==> src/rtl/nmea_rmc_field_extractor_assert.svh <==
// assertion macros for the rmc extractor
`ifndef NMEA_RMC_FIELD_EXTRACTOR_ASSERT_SVH
`define NMEA_RMC_FIELD_EXTRACTOR_ASSERT_SVH

// checked only while out of reset
`define NRFE_ASSERT(lbl, clk, rst_n, prop, msg) \
  lbl: assert property (@(posedge clk) disable iff (!rst_n) prop) else $error(msg);

// checked at every edge, reset included
`define NRFE_ASSERT_ALWAYS(lbl, clk, prop, msg) \
  lbl: assert property (@(posedge clk) prop) else $error(msg);

`endif

==> src/rtl/nrfe_pkg.sv <==
`timescale 1ns / 1ps
package nrfe_pkg;

  localparam int BUFFER_BYTES    = 128;
  localparam int MAX_FIELD_CHARS = 12;
  localparam int TEXT_SLOTS      = 12;
  localparam int COMMA_LIMIT     = 10;
  localparam int QUEUE_DEPTH     = 2;
  localparam int QPTR_W          = $clog2(QUEUE_DEPTH);
  localparam int QCNT_W          = $clog2(QUEUE_DEPTH + 1);

  localparam logic [7:0] CH_DOLLAR  = 8'h24;
  localparam logic [7:0] CH_NEWLINE = 8'h0a;
  localparam logic [7:0] CH_COMMA   = 8'h2c;
  localparam logic [7:0] CH_A       = 8'h41;
  localparam logic [7:0] CH_G       = 8'h47;
  localparam logic [7:0] CH_R       = 8'h52;
  localparam logic [7:0] CH_M       = 8'h4d;
  localparam logic [7:0] CH_C       = 8'h43;

  localparam logic [7:0] POS_START = 8'd0;
  localparam logic [7:0] POS_G     = 8'd1;
  localparam logic [7:0] POS_R     = 8'd3;
  localparam logic [7:0] POS_M     = 8'd4;
  localparam logic [7:0] POS_C     = 8'd5;
  localparam logic [7:0] POS_MIN   = 8'd6;

  localparam logic [3:0] FIELD_STATUS = 4'd2;
  localparam logic [3:0] FIELD_LAT    = 4'd3;
  localparam logic [3:0] FIELD_LON    = 4'd5;

  typedef struct packed {
    logic [7:0] ch;
    logic       dollar;
    logic       comma;
    logic       newline;
    logic       is_a;
    logic       is_g;
    logic       is_r;
    logic       is_m;
    logic       is_c;
  } item_t;

endpackage

==> src/rtl/nrfe_front.sv <==
`timescale 1ns / 1ps
module nrfe_front (
  input  logic           clk,
  input  logic           rst_n,
  input  logic           in_valid,
  output logic           in_ready,
  input  logic [7:0]     in_rx_byte,
  output logic           q_valid,
  input  logic           q_ready,
  output nrfe_pkg::item_t q_item
);
  import nrfe_pkg::*;

  item_t             mem_r [QUEUE_DEPTH];
  logic [QPTR_W-1:0] wr_ptr_r, wr_ptr_nxt;
  logic [QPTR_W-1:0] rd_ptr_r, rd_ptr_nxt;
  logic [QCNT_W-1:0] cnt_r, cnt_nxt;
  item_t             cls;
  logic              push, pop;

  always_comb begin
    cls.ch      = in_rx_byte;
    cls.dollar  = (in_rx_byte == CH_DOLLAR);
    cls.comma   = (in_rx_byte == CH_COMMA);
    cls.newline = (in_rx_byte == CH_NEWLINE);
    cls.is_a    = (in_rx_byte == CH_A);
    cls.is_g    = (in_rx_byte == CH_G);
    cls.is_r    = (in_rx_byte == CH_R);
    cls.is_m    = (in_rx_byte == CH_M);
    cls.is_c    = (in_rx_byte == CH_C);
  end

  assign in_ready = rst_n && (cnt_r != QCNT_W'(QUEUE_DEPTH));
  assign q_valid  = (cnt_r != '0);
  assign q_item   = mem_r[rd_ptr_r];
  assign push     = in_valid && in_ready;
  assign pop      = q_valid && q_ready;

  always_comb begin
    wr_ptr_nxt = wr_ptr_r;
    rd_ptr_nxt = rd_ptr_r;
    cnt_nxt    = cnt_r;
    if (push) begin
      wr_ptr_nxt = (wr_ptr_r == QPTR_W'(QUEUE_DEPTH - 1)) ? '0 : wr_ptr_r + 1'b1;
    end
    if (pop) begin
      rd_ptr_nxt = (rd_ptr_r == QPTR_W'(QUEUE_DEPTH - 1)) ? '0 : rd_ptr_r + 1'b1;
    end
    if (push && !pop) begin
      cnt_nxt = cnt_r + 1'b1;
    end else if (pop && !push) begin
      cnt_nxt = cnt_r - 1'b1;
    end
  end

  always_ff @(posedge clk) begin
    if (!rst_n) begin
      wr_ptr_r <= '0;
      rd_ptr_r <= '0;
      cnt_r    <= '0;
    end else begin
      wr_ptr_r <= wr_ptr_nxt;
      rd_ptr_r <= rd_ptr_nxt;
      cnt_r    <= cnt_nxt;
    end
  end

  always_ff @(posedge clk) begin
    if (push) begin
      mem_r[wr_ptr_r] <= cls;
    end
  end

endmodule

==> src/rtl/nrfe_back.sv <==
`timescale 1ns / 1ps
`include "nmea_rmc_field_extractor_assert.svh"
module nrfe_back (
  input  logic            clk,
  input  logic            rst_n,
  input  logic            q_valid,
  output logic            q_ready,
  input  nrfe_pkg::item_t q_item,
  output logic            out_valid,
  input  logic            out_ready,
  output logic            out_fix_valid,
  output logic [63:0]     out_lat_text_low,
  output logic [31:0]     out_lat_text_high,
  output logic [3:0]      out_lat_length,
  output logic [63:0]     out_lon_text_low,
  output logic [31:0]     out_lon_text_high,
  output logic [3:0]      out_lon_length
);
  import nrfe_pkg::*;

  localparam int TW = 8 * TEXT_SLOTS;

  logic [7:0]    pos_r, pos_nxt;
  logic [3:0]    cc_r, cc_nxt;
  logic          hdr_r, hdr_nxt;
  logic          stat_r, stat_nxt;
  logic [TW-1:0] lat_r, lat_nxt;
  logic [3:0]    latn_r, latn_nxt;
  logic [TW-1:0] lon_r, lon_nxt;
  logic [3:0]    lonn_r, lonn_nxt;

  logic          out_valid_r;
  logic          fix_r;
  logic [TW-1:0] lat_o_r, lon_o_r;
  logic [3:0]    latl_r, lonl_r;

  logic pop, emit;
  logic [3:0] cc_inc;

  assign q_ready = !q_item.newline || !out_valid_r || out_ready;
  assign pop     = q_valid && q_ready;

  always_comb begin
    pos_nxt  = pos_r;
    cc_nxt   = cc_r;
    hdr_nxt  = hdr_r;
    stat_nxt = stat_r;
    lat_nxt  = lat_r;
    latn_nxt = latn_r;
    lon_nxt  = lon_r;
    lonn_nxt = lonn_r;
    cc_inc   = cc_r + 4'd1;
    emit     = 1'b0;
    if (pop) begin
      if (q_item.dollar) begin
        pos_nxt  = '0;
        cc_nxt   = '0;
        hdr_nxt  = 1'b0;
        stat_nxt = 1'b0;
        lat_nxt  = '0;
        latn_nxt = '0;
        lon_nxt  = '0;
        lonn_nxt = '0;
      end
      cc_inc = cc_nxt + 4'd1;
      if (pos_nxt < 8'(BUFFER_BYTES - 1)) begin
        if (pos_nxt == POS_START) begin
          hdr_nxt = 1'b1;
        end else if ((pos_nxt == POS_G && !q_item.is_g) ||
                     (pos_nxt == POS_R && !q_item.is_r) ||
                     (pos_nxt == POS_M && !q_item.is_m) ||
                     (pos_nxt == POS_C && !q_item.is_c)) begin
          hdr_nxt = 1'b0;
        end
        pos_nxt = pos_nxt + 8'd1;
        if (q_item.comma) begin
          if (cc_nxt < 4'(COMMA_LIMIT)) begin
            cc_nxt = cc_inc;
            if (cc_inc == FIELD_LAT) begin
              latn_nxt = '0;
            end
          end
        end else if (!q_item.newline) begin
          if (cc_nxt == FIELD_STATUS) begin
            if (latn_nxt == '0) begin
              stat_nxt = q_item.is_a;
              latn_nxt = 4'd1;
            end
          end else if (cc_nxt == FIELD_LAT) begin
            if (latn_nxt < 4'(MAX_FIELD_CHARS)) begin
              for (int k = 0; k < TEXT_SLOTS; k++) begin
                if (latn_r == 4'(k)) begin
                  lat_nxt[8*k +: 8] = q_item.ch;
                end
              end
              latn_nxt = latn_nxt + 4'd1;
            end
          end else if (cc_nxt == FIELD_LON) begin
            if (lonn_nxt < 4'(MAX_FIELD_CHARS)) begin
              for (int k = 0; k < TEXT_SLOTS; k++) begin
                if (lonn_r == 4'(k)) begin
                  lon_nxt[8*k +: 8] = q_item.ch;
                end
              end
              lonn_nxt = lonn_nxt + 4'd1;
            end
          end
        end
      end
      emit = q_item.newline && hdr_nxt && (pos_nxt >= POS_MIN);
    end
  end

  always_ff @(posedge clk) begin
    if (!rst_n) begin
      pos_r       <= '0;
      cc_r        <= '0;
      hdr_r       <= 1'b0;
      stat_r      <= 1'b0;
      lat_r       <= '0;
      latn_r      <= '0;
      lon_r       <= '0;
      lonn_r      <= '0;
      out_valid_r <= 1'b0;
    end else begin
      pos_r  <= pos_nxt;
      cc_r   <= cc_nxt;
      hdr_r  <= hdr_nxt;
      stat_r <= stat_nxt;
      lat_r  <= lat_nxt;
      latn_r <= latn_nxt;
      lon_r  <= lon_nxt;
      lonn_r <= lonn_nxt;
      if (emit) begin
        out_valid_r <= 1'b1;
      end else if (out_ready) begin
        out_valid_r <= 1'b0;
      end
    end
  end

  always_ff @(posedge clk) begin
    if (emit) begin
      fix_r   <= stat_nxt;
      lat_o_r <= lat_nxt;
      lon_o_r <= lon_nxt;
      latl_r  <= (cc_nxt >= FIELD_LAT) ? latn_nxt : 4'd0;
      lonl_r  <= lonn_nxt;
    end
  end

  assign out_valid         = out_valid_r;
  assign out_fix_valid     = fix_r;
  assign out_lat_text_low  = lat_o_r[63:0];
  assign out_lat_text_high = lat_o_r[TW-1:64];
  assign out_lat_length    = latl_r;
  assign out_lon_text_low  = lon_o_r[63:0];
  assign out_lon_text_high = lon_o_r[TW-1:64];
  assign out_lon_length    = lonl_r;

  `NRFE_ASSERT(a_no_overwrite, clk, rst_n, (out_valid_r && !out_ready) |-> !emit, "record overwritten before taken")
  `NRFE_ASSERT(a_dollar_restart, clk, rst_n, (pop && q_item.dollar) |=> (pos_r == 8'd1 && hdr_r), "dollar did not restart sentence")
  `NRFE_ASSERT(a_count_bound, clk, rst_n, (latn_r <= 4'(MAX_FIELD_CHARS)) && (lonn_r <= 4'(MAX_FIELD_CHARS)), "field count past limit")
  `NRFE_ASSERT_ALWAYS(a_reset_idle, clk, !rst_n |=> !out_valid_r, "record present after reset")

endmodule

==> src/rtl/nmea_rmc_field_extractor.sv <==
`timescale 1ns / 1ps
// a newline word is registered in the queue; its record shows on the registered out_valid once the parser pops it
// throughput: 1 byte per cycle, except while a newline waits on out_ready and the queue fills
// a 2-word queue between classifier and parser lets each side stall on its own
// reset: synchronous active-low rst_n clears sentence state, queue and output valid
// no clearing pass after reset, in_ready is held low while rst_n is low
module nmea_rmc_field_extractor (
  input  logic        clk,
  input  logic        rst_n,
  input  logic        in_valid,
  output logic        in_ready,
  input  logic [7:0]  in_rx_byte,
  output logic        out_valid,
  input  logic        out_ready,
  output logic        out_fix_valid,
  output logic [63:0] out_lat_text_low,
  output logic [31:0] out_lat_text_high,
  output logic [3:0]  out_lat_length,
  output logic [63:0] out_lon_text_low,
  output logic [31:0] out_lon_text_high,
  output logic [3:0]  out_lon_length
);
  import nrfe_pkg::*;

  logic  q_valid, q_ready;
  item_t q_item;

  nrfe_front u_front (
    .clk        (clk),
    .rst_n      (rst_n),
    .in_valid   (in_valid),
    .in_ready   (in_ready),
    .in_rx_byte (in_rx_byte),
    .q_valid    (q_valid),
    .q_ready    (q_ready),
    .q_item     (q_item)
  );

  nrfe_back u_back (
    .clk               (clk),
    .rst_n             (rst_n),
    .q_valid           (q_valid),
    .q_ready           (q_ready),
    .q_item            (q_item),
    .out_valid         (out_valid),
    .out_ready         (out_ready),
    .out_fix_valid     (out_fix_valid),
    .out_lat_text_low  (out_lat_text_low),
    .out_lat_text_high (out_lat_text_high),
    .out_lat_length    (out_lat_length),
    .out_lon_text_low  (out_lon_text_low),
    .out_lon_text_high (out_lon_text_high),
    .out_lon_length    (out_lon_length)
  );

endmodule

==> config.mk <==
export PLATFORM = sky130hd
export DESIGN_NAME = nmea_rmc_field_extractor
export DESIGN_NICKNAME = d
export VERILOG_FILES = /design/src/rtl/nrfe_pkg.sv /design/src/rtl/nrfe_front.sv /design/src/rtl/nrfe_back.sv /design/src/rtl/nmea_rmc_field_extractor.sv
export VERILOG_INCLUDE_DIRS = /design/src /design/src/rtl
export SDC_FILE = /design/constraint.sdc
export NUM_CORES = 1
export LEC_CHECK = 0
export ABC_CLOCK_PERIOD_IN_PS = 24800
export BUFFER_PORTS_ARGS = -buffer_cell sky130_fd_sc_hd__buf_2
export CORE_ASPECT_RATIO = 1.4
export CORE_MARGIN = 1.5
export CORE_UTILIZATION = 52
export CTS_CLUSTER_SIZE = 8
export DETAILED_ROUTE_END_ITERATION = 10
export GPL_TIMING_DRIVEN = 0
export PLACE_DENSITY = 0.86
export SYNTH_ARGS = -nofsm -noshare
export SYNTH_HDL_FRONTEND = slang
export SYNTH_SLANG_ARGS = --single-unit
==> constraint.sdc <==
create_clock -name clk -period 24.8 [get_ports clk]
set_input_delay 4.96 -clock clk [delete_from_list [all_inputs] [get_ports clk]]
set_output_delay 4.96 -clock clk [all_outputs]
set_load 0.02 [all_outputs]
-- Yosys cells after proc, flatten, opt, wreduce, memory -nomap -nowiden
Memory sizes are Yosys's and may differ from the RTL's. A register that Yosys moved wholly into a read port is not among the register bits.
Index checks and enable logic that the tools add are counted.
- flip-flop bits (word level): 420
- bits in latches: 0
- memory bits (writable): 32
- bits in read-only memories: 0
- bits of input ports: 12
- word-level logic and storage cells: 198
- memories kept: 1
- memories (memory ; depth ; bits a word ; rd ports ; clocked after memory_dff ; wr ports ; line ; text):
    u_front.mem_r ; 2 ; 16 ; 1 ; 1 ; 1 ; nrfe_front.sv:14 ; item_t mem_r [QUEUE_DEPTH];
- $add $sub $neg: 8
- multipliers: 0
- div/mod/pow operators: 0
- magnitude comparators: 6
- equal/unequal tests: 39
- shift-type cells: 0
- muxes and demuxes: 96
- bitwise gates (word level): 0
- reductions and logical operators: 31
- operators with widths (kind ; number):
    96-bit two-way mux ; 17
    8-bit two-way mux ; 28
    4-bit two-way mux ; 28
    8-bit by 7-bit == test with 1-bit output, second input constant ; 5
    4-bit by 3-bit == test with 1-bit output, second input constant ; 9
    4-bit == test, second input constant ; 8
    4-bit by 2-bit == test with 1-bit output, second input constant ; 7
    1-bit two-way mux ; 21
    8-bit by 3-bit == test with 1-bit output, second input constant ; 2
    8-bit by 6-bit == test with 1-bit output, second input constant ; 2
    4-bit by 1-bit adder with 4-bit output, second input constant ; 3
    4-bit logical NOT ; 3
    4-bit < comparator, second input constant ; 3
    1-bit logical AND ; 11
    8-bit by 1-bit adder with 8-bit output, second input constant ; 1
    4-bit by 1-bit == test with 1-bit output, second input constant ; 2
    8-bit by 1-bit == test with 1-bit output, second input constant ; 1
    8-bit by 2-bit == test with 1-bit output, second input constant ; 1
    8-bit by 4-bit == test with 1-bit output, second input constant ; 1
    8-bit by 3-bit >= comparator with 1-bit output, second input constant ; 1
    1-bit logical NOT ; 8
    8-bit logical NOT ; 1
    8-bit by 7-bit < comparator with 1-bit output, second input constant ; 1
    2-bit nonzero test ; 3
    other kinds (7) ; 13

-- Depth between registers and ports, before layout
Gate-level depths: netlist of run 1.
- word-level depth: 18
- gate-level depth with buffers: 14
- mapped depth without buffers: 10

-- Cells and area by module
Synthesis of run 1 repeated with hierarchy kept, for this count alone.
- cell total of the unflattened synthesis: 1666
- area total of the unflattened synthesis: 18117.4 um2
- by module, submodules not included (module ; times used ; cells each ; area each (um2) ; seq. area each (um2)):
    nrfe_back ; 1 ; 1571 ; 16612.2 ; 10339.9
    nrfe_front ; 1 ; 95 ; 1505.2 ; 1061.0

-- Worst setup path after synthesis of run 1
No wires, ideal clock.
- path type: in2reg
- start point: input out_ready
- end point: register u_back.lat_o_r[0], enable pin
- library setup time: 1.257 ns
- arrival time: 24.733 ns
- required time: 23.543 ns
- setup slack: -1.190 ns
- cell stages on the path: 6
- path through: nand2b_1 -> o21a_1 -> buf_4 -> buf_4 -> nand2_1 -> nor4_1
- cells in the longest elaborated chain, start to end: 3
- RTL lines (element ; line ; text):
    from (decl) ; nmea_rmc_field_extractor.sv:14 ; input logic out_ready,
    1-bit logical OR ; nrfe_back.sv:40 ; assign q_ready = !q_item.newline || !out_valid_r || out_ready;
    1-bit logical AND ; nrfe_back.sv:41 ; assign pop = q_valid && q_ready;
    1-bit two-way mux ; nrfe_back.sv:54 ; if (pop) begin
    named net u_back.emit ; nrfe_back.sv:37 ; logic pop, emit;
    to (signal assigned) ; nrfe_back.sv:145 ; lat_o_r <= lat_nxt;
    to (decl) ; nrfe_back.sv:34 ; logic [TW-1:0] lat_o_r, lon_o_r;
The timed path passes the listed nets, and every way through them passes these cells.
A chain may end at the register's enable or synchronous reset.

-- Final worst setup path of run 1
- start point: input rst_n
- end point: output in_ready
- cells in the longest elaborated chain, start to end: 1
- RTL lines (element ; line ; text):
    from (decl) ; nmea_rmc_field_extractor.sv:9 ; input logic rst_n,
    1-bit logical AND ; nrfe_front.sv:33 ; assign in_ready = rst_n && (cnt_r != QCNT_W'(QUEUE_DEPTH));
    to (decl) ; nmea_rmc_field_extractor.sv:11 ; output logic in_ready,
No other way between the ends.

==> impl_metrics.prom, run 1 <==
# TYPE chip_impl_metric gauge
chip_impl_info{name="outcome",value="finished clean"} 1
chip_impl_metric{name="arrival",unit="ns"} 6.15
chip_impl_metric{name="period_utilisation_layout",unit="%"} 44.8
chip_impl_metric{name="die_h",unit="µm"} 223
chip_impl_metric{name="final_core_util",unit="%"} 63.8
chip_impl_metric{name="ys_warns",unit=""} 0
chip_impl_metric{name="ctsLongestPathBuffers",unit=""} 3
chip_impl_metric{name="drive_above_1_share",unit="%"} 20.0
chip_impl_info{name="tritoncts",value="built"} 1
chip_impl_metric{name="synthesis.nets",unit=""} 1599
chip_impl_info{name="criticalPathCategory",value="input pin to output pin"} 1
chip_impl_metric{name="cts_resized",unit=""} 0
chip_impl_metric{name="ys_seq_elements",unit=""} 453
chip_impl_info{name="main_combinational_cell_family_by_area_after_synthesis",value="compound AO/OA/AOI/OAI gates"} 1
chip_impl_metric{name="routed_wirelength_normalized_by_instance_count",unit="µm"} 22.6
chip_impl_metric{name="initial_utilization",unit="%"} 52.7
chip_impl_metric{name="grt_antenna_before_repair",unit=""} 1
chip_impl_metric{name="die_area",unit="µm²"} 35600
chip_impl_metric{name="netlist.area_leader.share",unit="%"} 39.0
chip_impl_metric{name="fin_tns_setup",unit="ns"} 0
chip_impl_info{name="rsz0062_at_grt",value="false"} 1
chip_impl_info{name="post-synth-top-count-cell",value="sky130_fd_sc_hd__nand2_1"} 1
chip_impl_metric{name="drv_cap",unit=""} 0
chip_impl_metric{name="synth.mux.area_fraction",unit="%"} 1.19
chip_impl_metric{name="timing.reg2reg.setup_slack",unit="ns"} 20.02
chip_impl_metric{name="worst_slew_pin_slew",unit="ns"} 1.29
chip_impl_metric{name="core.rowCount",unit=""} 80
chip_impl_metric{name="dpl_cell_area",unit="µm²"} 19800
chip_impl_metric{name="cts_sinks",unit=""} 453
chip_impl_metric{name="achievable-frequency",unit="MHz"} 90.0
chip_impl_metric{name="num-nets-final",unit=""} 1895
chip_impl_metric{name="final_max_slew_viol_count",unit=""} 0
chip_impl_metric{name="fin_total_pwr",unit="µW"} 2010
chip_impl_metric{name="setup-violations-final",unit=""} 0
chip_impl_info{name="biggest_area_contributors_in_the_synthesized_netlist",value="sky130_fd_sc_hd__edfxtp_1 (39%), sky130_fd_sc_hd__dfxtp_1 (25%), sky130_fd_sc_hd__o2bb2ai_1 (6.5%)"} 1
chip_impl_metric{name="synth-seq-area-share",unit="%"} 63.6
chip_impl_metric{name="hpwlAfterDp",unit="µm"} 35100
chip_impl_metric{name="cts_buffers",unit=""} 66
chip_impl_metric{name="finalWorstPathRequiredPeriod",unit="ns"} 11.11
chip_impl_info{name="startpoint_type",value="input pin"} 1
chip_impl_metric{name="core_area",unit="µm²"} 34000
chip_impl_metric{name="crit_path_max_fanout",unit=""} 10
chip_impl_metric{name="slew_headroom",unit="%"} 13.6
chip_impl_metric{name="via_density",unit=""} 6.20
chip_impl_metric{name="timing.hold.ws",unit="ns"} 0.448
chip_impl_metric{name="area.growth.synth_to_final",unit="%"} 21.0
chip_impl_metric{name="fraction_of_the_mapped_netlist_area_in_simple_logic_gates",unit="%"} 11.3
chip_impl_metric{name="synth-edff-count",unit=""} 233
chip_impl_metric{name="syn-instance-count",unit=""} 1578
chip_impl_metric{name="worstPathRequired",unit="ns"} 19.84
chip_impl_metric{name="ys_async_sr_fraction",unit="%"} 0
chip_impl_metric{name="nFillCells",unit=""} 2537
chip_impl_metric{name="cts_htree_levels",unit=""} 3
chip_impl_metric{name="first_global_vias",unit=""} 14100
chip_impl_metric{name="cts-hold-fix-buffers",unit=""} 0
chip_impl_info{name="postSynth.topFlopCell",value="sky130_fd_sc_hd__edfxtp_1"} 1
chip_impl_info{name="synth_commonest_cells",value="sky130_fd_sc_hd__nand2_1 (280), sky130_fd_sc_hd__edfxtp_1 (233), sky130_fd_sc_hd__dfxtp_1 (220)"} 1
chip_impl_metric{name="globalRoute.totalOverflow",unit=""} 0
chip_impl_metric{name="grt_first_pass_wirelength",unit="µm"} 80500
chip_impl_metric{name="pin_count_of_the_biggest_net_entering_global_routing",unit=""} 19
chip_impl_metric{name="synth_fa_ha_area_share",unit="%"} 0.628
chip_impl_metric{name="avgSynthCellArea",unit="µm²"} 11.4
chip_impl_metric{name="netlist_area",unit="µm²"} 17900
chip_impl_metric{name="postRouteAntennaNets",unit=""} 0
chip_impl_info{name="clock-root-buffer",value="sky130_fd_sc_hd__clkbuf_16"} 1
chip_impl_metric{name="first_iter_violations",unit=""} 1697
chip_impl_metric{name="clock_skew",unit="ns"} 0.0257
chip_impl_metric{name="distinct_cell_type_count_after_synthesis",unit=""} 74
chip_impl_metric{name="postRouteWirelength",unit="µm"} 53800
chip_impl_metric{name="place_congestion",unit=""} 0.936
chip_impl_metric{name="fin_area",unit="µm²"} 21700
chip_impl_metric{name="die_x",unit="µm"} 160
chip_impl_metric{name="vdd_ir_drop_max",unit="V"} 0.0000562
chip_impl_metric{name="power.density",unit="nW/µm²"} 92.6
chip_impl_info{name="yosys.area.top_type",value="sky130_fd_sc_hd__edfxtp_1"} 1
chip_impl_metric{name="grt_use_total",unit="%"} 29.7
chip_impl_metric{name="vias",unit=""} 14700
chip_impl_metric{name="boundary_pin_count",unit=""} 215
chip_impl_metric{name="report.final.hold_viol_count",unit=""} 0
chip_impl_info{name="timing.critical_path.to_type",value="output pin"} 1
chip_impl_metric{name="synth-compound-area-share",unit="%"} 20.2
chip_impl_metric{name="post_synth_xor_area_fraction",unit="%"} 0.195
chip_impl_metric{name="detail_route.drc_violations",unit=""} 0
chip_impl_metric{name="post-cts-setup-buffer-count",unit=""} 0
chip_impl_metric{name="buffer_ports.inserted",unit=""} 213
chip_impl_metric{name="clock_insertion_delay_worst_skew",unit="ns"} 0.58
chip_impl_metric{name="first_pass_iters",unit=""} 6
chip_impl_metric{name="path_clk_slew",unit="ns"} 0.05
chip_impl_info{name="timing.hold.worst.class",value="flip-flop to flip-flop"} 1
chip_impl_metric{name="power.static_leakage",unit="µW"} 0.00745
-- state kept, by name, indices dropped and copies added, names as in the netlist, named ones only --
name	count
u_back.lat_o_r	96
u_back.cc_r	4
u_back.out_fix_valid	1
u_back.pos_r	8
u_back.lonn_r	4
u_front.rd_ptr_r	1
u_back.latn_r	4
u_front.cnt_r	2
u_back.lat_r	96
u_front.wr_ptr_r	1
u_back.lon_r	96
u_back.lon_o_r	96
u_front.mem_r	32
u_back.out_lat_length	4
u_back.out_lon_length	4
u_back.out_valid	1
u_back.stat_r	1
u_back.hdr_r	1
-- worst max-delay path, cell delays in order --
cell                       delay, ns
sky130_fd_sc_hd__clkbuf_1       0.25
sky130_fd_sc_hd__inv_1          0.10
sky130_fd_sc_hd__clkbuf_1       0.32
sky130_fd_sc_hd__a21oi_1        0.31
sky130_fd_sc_hd__buf_2          0.21
-- per-layer routing --
metal	vias to the layer above	part of all wire [%]	track usage, %
li1	6469	-	-
met1	7029	35	33.5
met2	967	49	50.3
met3	281	8.7	5.60
met4	0	7.5	21.6
met5	-	0	0
-- stage by stage --
step                cells  setup slack [ns]
CTS                  2376             13.67
global route         2378             13.59
detailed placement   2256             13.69
global placement     2242              3.49
finish               2378             13.69
floorplan            1578              7.39
-- cell families after synthesis --
group / count (synthesis)
DFF: 453
adders and majority gates: 9
and+or+nand+nor: 457
buffers and inverters: 120
AOI/OAI and AO/OA: 515
xor gates and xnor gates: 4
muxes: 20
-- placed cells by master, fill, tap and decap left out, types with 5 or more instances in the layout --
master                        n
sky130_fd_sc_hd__nand2_1    280
sky130_fd_sc_hd__edfxtp_1   233
sky130_fd_sc_hd__buf_2      232
sky130_fd_sc_hd__dfxtp_1    220
sky130_fd_sc_hd__o21ai_0    215
sky130_fd_sc_hd__o2bb2ai_1  134
sky130_fd_sc_hd__clkbuf_1   118
sky130_fd_sc_hd__clkbuf_16   68
sky130_fd_sc_hd__nor2_1      54
sky130_fd_sc_hd__nand3_1     38
sky130_fd_sc_hd__o21ai_1     29
sky130_fd_sc_hd__a22o_1      19
sky130_fd_sc_hd__and2_1      16
sky130_fd_sc_hd__a21oi_1     15
sky130_fd_sc_hd__inv_1       14
sky130_fd_sc_hd__o21ai_2     14
sky130_fd_sc_hd__buf_6       12
sky130_fd_sc_hd__nor3_1      12
sky130_fd_sc_hd__mux2_2      11
sky130_fd_sc_hd__o22ai_1     11
sky130_fd_sc_hd__o211ai_1    10
sky130_fd_sc_hd__mux2i_1      9
sky130_fd_sc_hd__nand2b_1     9
sky130_fd_sc_hd__nor2b_1      9
sky130_fd_sc_hd__ha_1         9
sky130_fd_sc_hd__buf_4        8
sky130_fd_sc_hd__a21o_1       6
sky130_fd_sc_hd__nor4_1       6
sky130_fd_sc_hd__nand4_1      6
sky130_fd_sc_hd__a2111o_1     6
sky130_fd_sc_hd__a31o_2       6
sky130_fd_sc_hd__a211o_1      5
sky130_fd_sc_hd__buf_8        5
-- path summary, 6_finish.rpt --
path	from	end	depth (start not counted)
max	rst_n	in_ready	5
min	u_back.lat_r[67]	u_back.lat_r[67]	2
max reg2reg	u_front.mem_r[1][7]	u_back.lat_o_r[76]	13
min reg2reg	u_back.lat_r[67]	u_back.lat_r[67]	2
-- report_power, final --
group / leakage, µW / switching (µW) / internal, µW
clock: 0.000926 / 324 / 513
sequential: 0.00393 / 5.79 / 792
combinational: 0.00259 / 308 / 68.3
-- cell type report --
| class | instances | area (µm²) | share of cell area, % |
|---|---|---|---|
| antenna | 1 | 2.50 | 0.0115 |
| inverter | 15 | 56.3 | 0.259 |
| tap | 451 | 564 | 2.60 |
| buffer | 105 | 467 | 2.15 |
| clock inverter | 6 | 67.6 | 0.311 |
| sequential | 453 | 11400 | 52.5 |
| timing repair buffer | 228 | 1250 | 5.76 |
| clock buffer | 114 | 1870 | 8.64 |
| multi-input combinational | 1005 | 6020 | 27.7 |
No activity file was read; power rests on OpenSTA's default activity.
==> run 2: changes to the inputs <==
--- a/config.mk
+++ b/config.mk
@@ -6,7 +6,7 @@
 export SDC_FILE = /design/constraint.sdc
 export NUM_CORES = 1
 export LEC_CHECK = 0
-export ABC_CLOCK_PERIOD_IN_PS = 24800
+export ABC_CLOCK_PERIOD_IN_PS = 9700
 export BUFFER_PORTS_ARGS = -buffer_cell sky130_fd_sc_hd__buf_2
 export CORE_ASPECT_RATIO = 1.4
 export CORE_MARGIN = 1.5
==> constraint.sdc (replaced) <==
create_clock -name clk -period 9.7 [get_ports clk]
set_input_delay 1.94 -clock clk [delete_from_list [all_inputs] [get_ports clk]]
set_output_delay 1.94 -clock clk [all_outputs]
set_load 0.02 [all_outputs]
==> run 2 against run 1 <==
  * Register-to-register slack got worse by 15 ns
  * Power grew to 2.5 times the previous value
  * Wire length up 1.6%
  * Design area fell by 0.29%
  * Cell count is 0.13% lower
  * Combinational power rose to 2.5 times the previous value
  * Worst setup slack got worse by 9.2 ns
  * Global-route usage up 0.46 points
  * Flip-flop and latch count stayed put
  * Utilization fell by 0.18 points
  * Critical endpoint unchanged
==> impl_metrics.prom, run 2 (synthesized netlist as in run 1, its figures left out) <==
# TYPE chip_impl_metric gauge
chip_impl_metric{name="grt_antenna_before_repair",unit=""} 1
chip_impl_metric{name="die_x",unit="µm"} 160
chip_impl_metric{name="achievable-frequency",unit="MHz"} 192
chip_impl_metric{name="globalRoute.totalOverflow",unit=""} 0
chip_impl_metric{name="area.growth.synth_to_final",unit="%"} 20.7
chip_impl_metric{name="dpl_cell_area",unit="µm²"} 19700
chip_impl_metric{name="drive_above_1_share",unit="%"} 20.0
chip_impl_metric{name="grt_first_pass_wirelength",unit="µm"} 81500
chip_impl_metric{name="ctsLongestPathBuffers",unit=""} 3
chip_impl_metric{name="cts_resized",unit=""} 0
chip_impl_metric{name="place_congestion",unit=""} 0.927
chip_impl_metric{name="setup-violations-final",unit=""} 0
chip_impl_metric{name="cts_buffers",unit=""} 66
chip_impl_metric{name="clock_insertion_delay_worst_skew",unit="ns"} 0.59
chip_impl_metric{name="detail_route.drc_violations",unit=""} 0
chip_impl_metric{name="boundary_pin_count",unit=""} 215
chip_impl_metric{name="path_clk_slew",unit="ns"} 0.05
chip_impl_metric{name="die_h",unit="µm"} 223
chip_impl_info{name="critical_path.reg2reg.endpoint",value="u_back.lat_o_r[27]"} 1
chip_impl_metric{name="routed_wirelength_normalized_by_instance_count",unit="µm"} 23.0
chip_impl_metric{name="cts-hold-fix-buffers",unit=""} 0
chip_impl_info{name="layout.cells.most_common_list",value="sky130_fd_sc_hd__nand2_1 (280), sky130_fd_sc_hd__edfxtp_1 (233), sky130_fd_sc_hd__buf_2 (232)"} 1
chip_impl_metric{name="fin_total_pwr",unit="µW"} 5110
chip_impl_metric{name="final.setup.worst_slack",unit="ns"} 4.50
chip_impl_info{name="timing.critical_path.to_type",value="output pin"} 1
chip_impl_metric{name="vdd_ir_drop_max",unit="V"} 0.000152
chip_impl_metric{name="worst-r2r-cell-count",unit=""} 13
chip_impl_metric{name="final_core_util",unit="%"} 63.6
chip_impl_info{name="startpoint_type",value="input pin"} 1
chip_impl_metric{name="timing.hold.ws",unit="ns"} 0.448
chip_impl_metric{name="worst_slew_pin_slew",unit="ns"} 1.06
chip_impl_metric{name="slew_headroom",unit="%"} 28.6
chip_impl_metric{name="power.static_leakage",unit="µW"} 0.00731
chip_impl_metric{name="final_max_slew_viol_count",unit=""} 0
chip_impl_metric{name="hold_path_depth",unit=""} 2
chip_impl_metric{name="postRouteAntennaNets",unit=""} 0
chip_impl_metric{name="first_pass_iters",unit=""} 8
chip_impl_info{name="clock-root-buffer",value="sky130_fd_sc_hd__clkbuf_16"} 1
chip_impl_metric{name="worstPathRequired",unit="ns"} 7.76
chip_impl_metric{name="via_density",unit=""} 6.22
chip_impl_info{name="criticalPathCategory",value="input pin to output pin"} 1
chip_impl_metric{name="cts_sinks",unit=""} 453
chip_impl_metric{name="power.density",unit="nW/µm²"} 236
chip_impl_info{name="timing.hold.worst.class",value="flip-flop to flip-flop"} 1
chip_impl_info{name="tritoncts",value="built"} 1
chip_impl_metric{name="pin_count_of_the_biggest_net_entering_global_routing",unit=""} 19
chip_impl_metric{name="grt_use_total",unit="%"} 30.2
chip_impl_info{name="rsz0062_at_grt",value="false"} 1
chip_impl_metric{name="clock_skew",unit="ns"} 0.0321
chip_impl_metric{name="post-cts-setup-buffer-count",unit=""} 0
chip_impl_metric{name="period_utilisation_layout",unit="%"} 53.6
chip_impl_metric{name="nFillCells",unit=""} 2563
chip_impl_metric{name="core.rowCount",unit=""} 80
chip_impl_metric{name="arrival",unit="ns"} 3.26
chip_impl_info{name="hold_start",value="u_back.lat_r[30]"} 1
chip_impl_metric{name="first_iter_violations",unit=""} 1733
chip_impl_metric{name="cts_htree_levels",unit=""} 3
chip_impl_metric{name="postRouteWirelength",unit="µm"} 54700
chip_impl_metric{name="fin_area",unit="µm²"} 21600
chip_impl_metric{name="vias",unit=""} 14800
chip_impl_metric{name="initial_utilization",unit="%"} 52.7
chip_impl_metric{name="die_area",unit="µm²"} 35600
chip_impl_metric{name="core_area",unit="µm²"} 34000
chip_impl_metric{name="hpwlAfterDp",unit="µm"} 35000
chip_impl_info{name="worst_hold_path.endpoint",value="u_back.lat_r[30]"} 1
chip_impl_metric{name="place_worst_setup_slack",unit="ns"} 4.56
chip_impl_metric{name="drv_cap",unit=""} 0
chip_impl_metric{name="first_global_vias",unit=""} 14300
chip_impl_info{name="final_common_cell",value="sky130_fd_sc_hd__nand2_1"} 1
chip_impl_metric{name="buffer_ports.inserted",unit=""} 213
chip_impl_info{name="outcome",value="finished clean"} 1
chip_impl_metric{name="crit_path_max_fanout",unit=""} 10
chip_impl_metric{name="finalWorstPathRequiredPeriod",unit="ns"} 5.20
chip_impl_metric{name="timing.reg2reg.setup_slack",unit="ns"} 4.81
chip_impl_metric{name="num-nets-final",unit=""} 1893
chip_impl_metric{name="report.final.hold_viol_count",unit=""} 0
-- run 2: worst max-delay path, cell delays in order --
cell                       delay, ns
sky130_fd_sc_hd__clkbuf_1       0.30
sky130_fd_sc_hd__inv_1          0.10
sky130_fd_sc_hd__clkbuf_1       0.36
sky130_fd_sc_hd__a21oi_1        0.34
sky130_fd_sc_hd__buf_2          0.22
-- run 2: worst max-delay path by stage --
| stage | start | endpoint |
|---|---|---|
| after floorplan | out_ready | u_back.lat_o_r[0] |
| after global placement | out_ready | u_back.lat_o_r[70] |
| after detailed placement | rst_n | in_ready |
| after CTS | rst_n | in_ready |
| after global routing | rst_n | in_ready |
| final | rst_n | in_ready |
-- run 2: stage by stage --
step                instances  setup TNS (ns)
floorplan                1578               0
global placement         2242         -474.38
detailed placement       2255               0
CTS                      2374               0
global route             2375               0
finish                   2375               0
-- run 2: cell type report --
type,instances,area [µm²],share of cell area (%)
Antenna cell,1,2.50,0.0116
Clock inverter,7,80.1,0.370
Multi-Input combinational cell,1005,6030,27.8
Buffer,105,467,2.16
Sequential cell,453,11400,52.7
Inverter,15,56.3,0.260
Tap cell,451,564,2.61
Clock buffer,112,1820,8.43
Timing Repair Buffer,226,1220,5.64
-- run 2: routing by layer --
metal,up-vias,wire length [µm],GRT usage [%]
met5,-,0,0
met4,0,3820,21.1
met3,264,5020,5.90
met2,994,26800,51.4
met1,7043,19000,33.9
li1,6476,-,-
-- run 2: power by group --
| part | internal (µW) | switching (µW) | leakage [µW] | total (µW) |
|---|---|---|---|---|
| clock | 1280 | 836 | 0.000906 | 2110 |
| sequential | 2030 | 15.2 | 0.00387 | 2040 |
| combinational | 175 | 784 | 0.00253 | 958 |
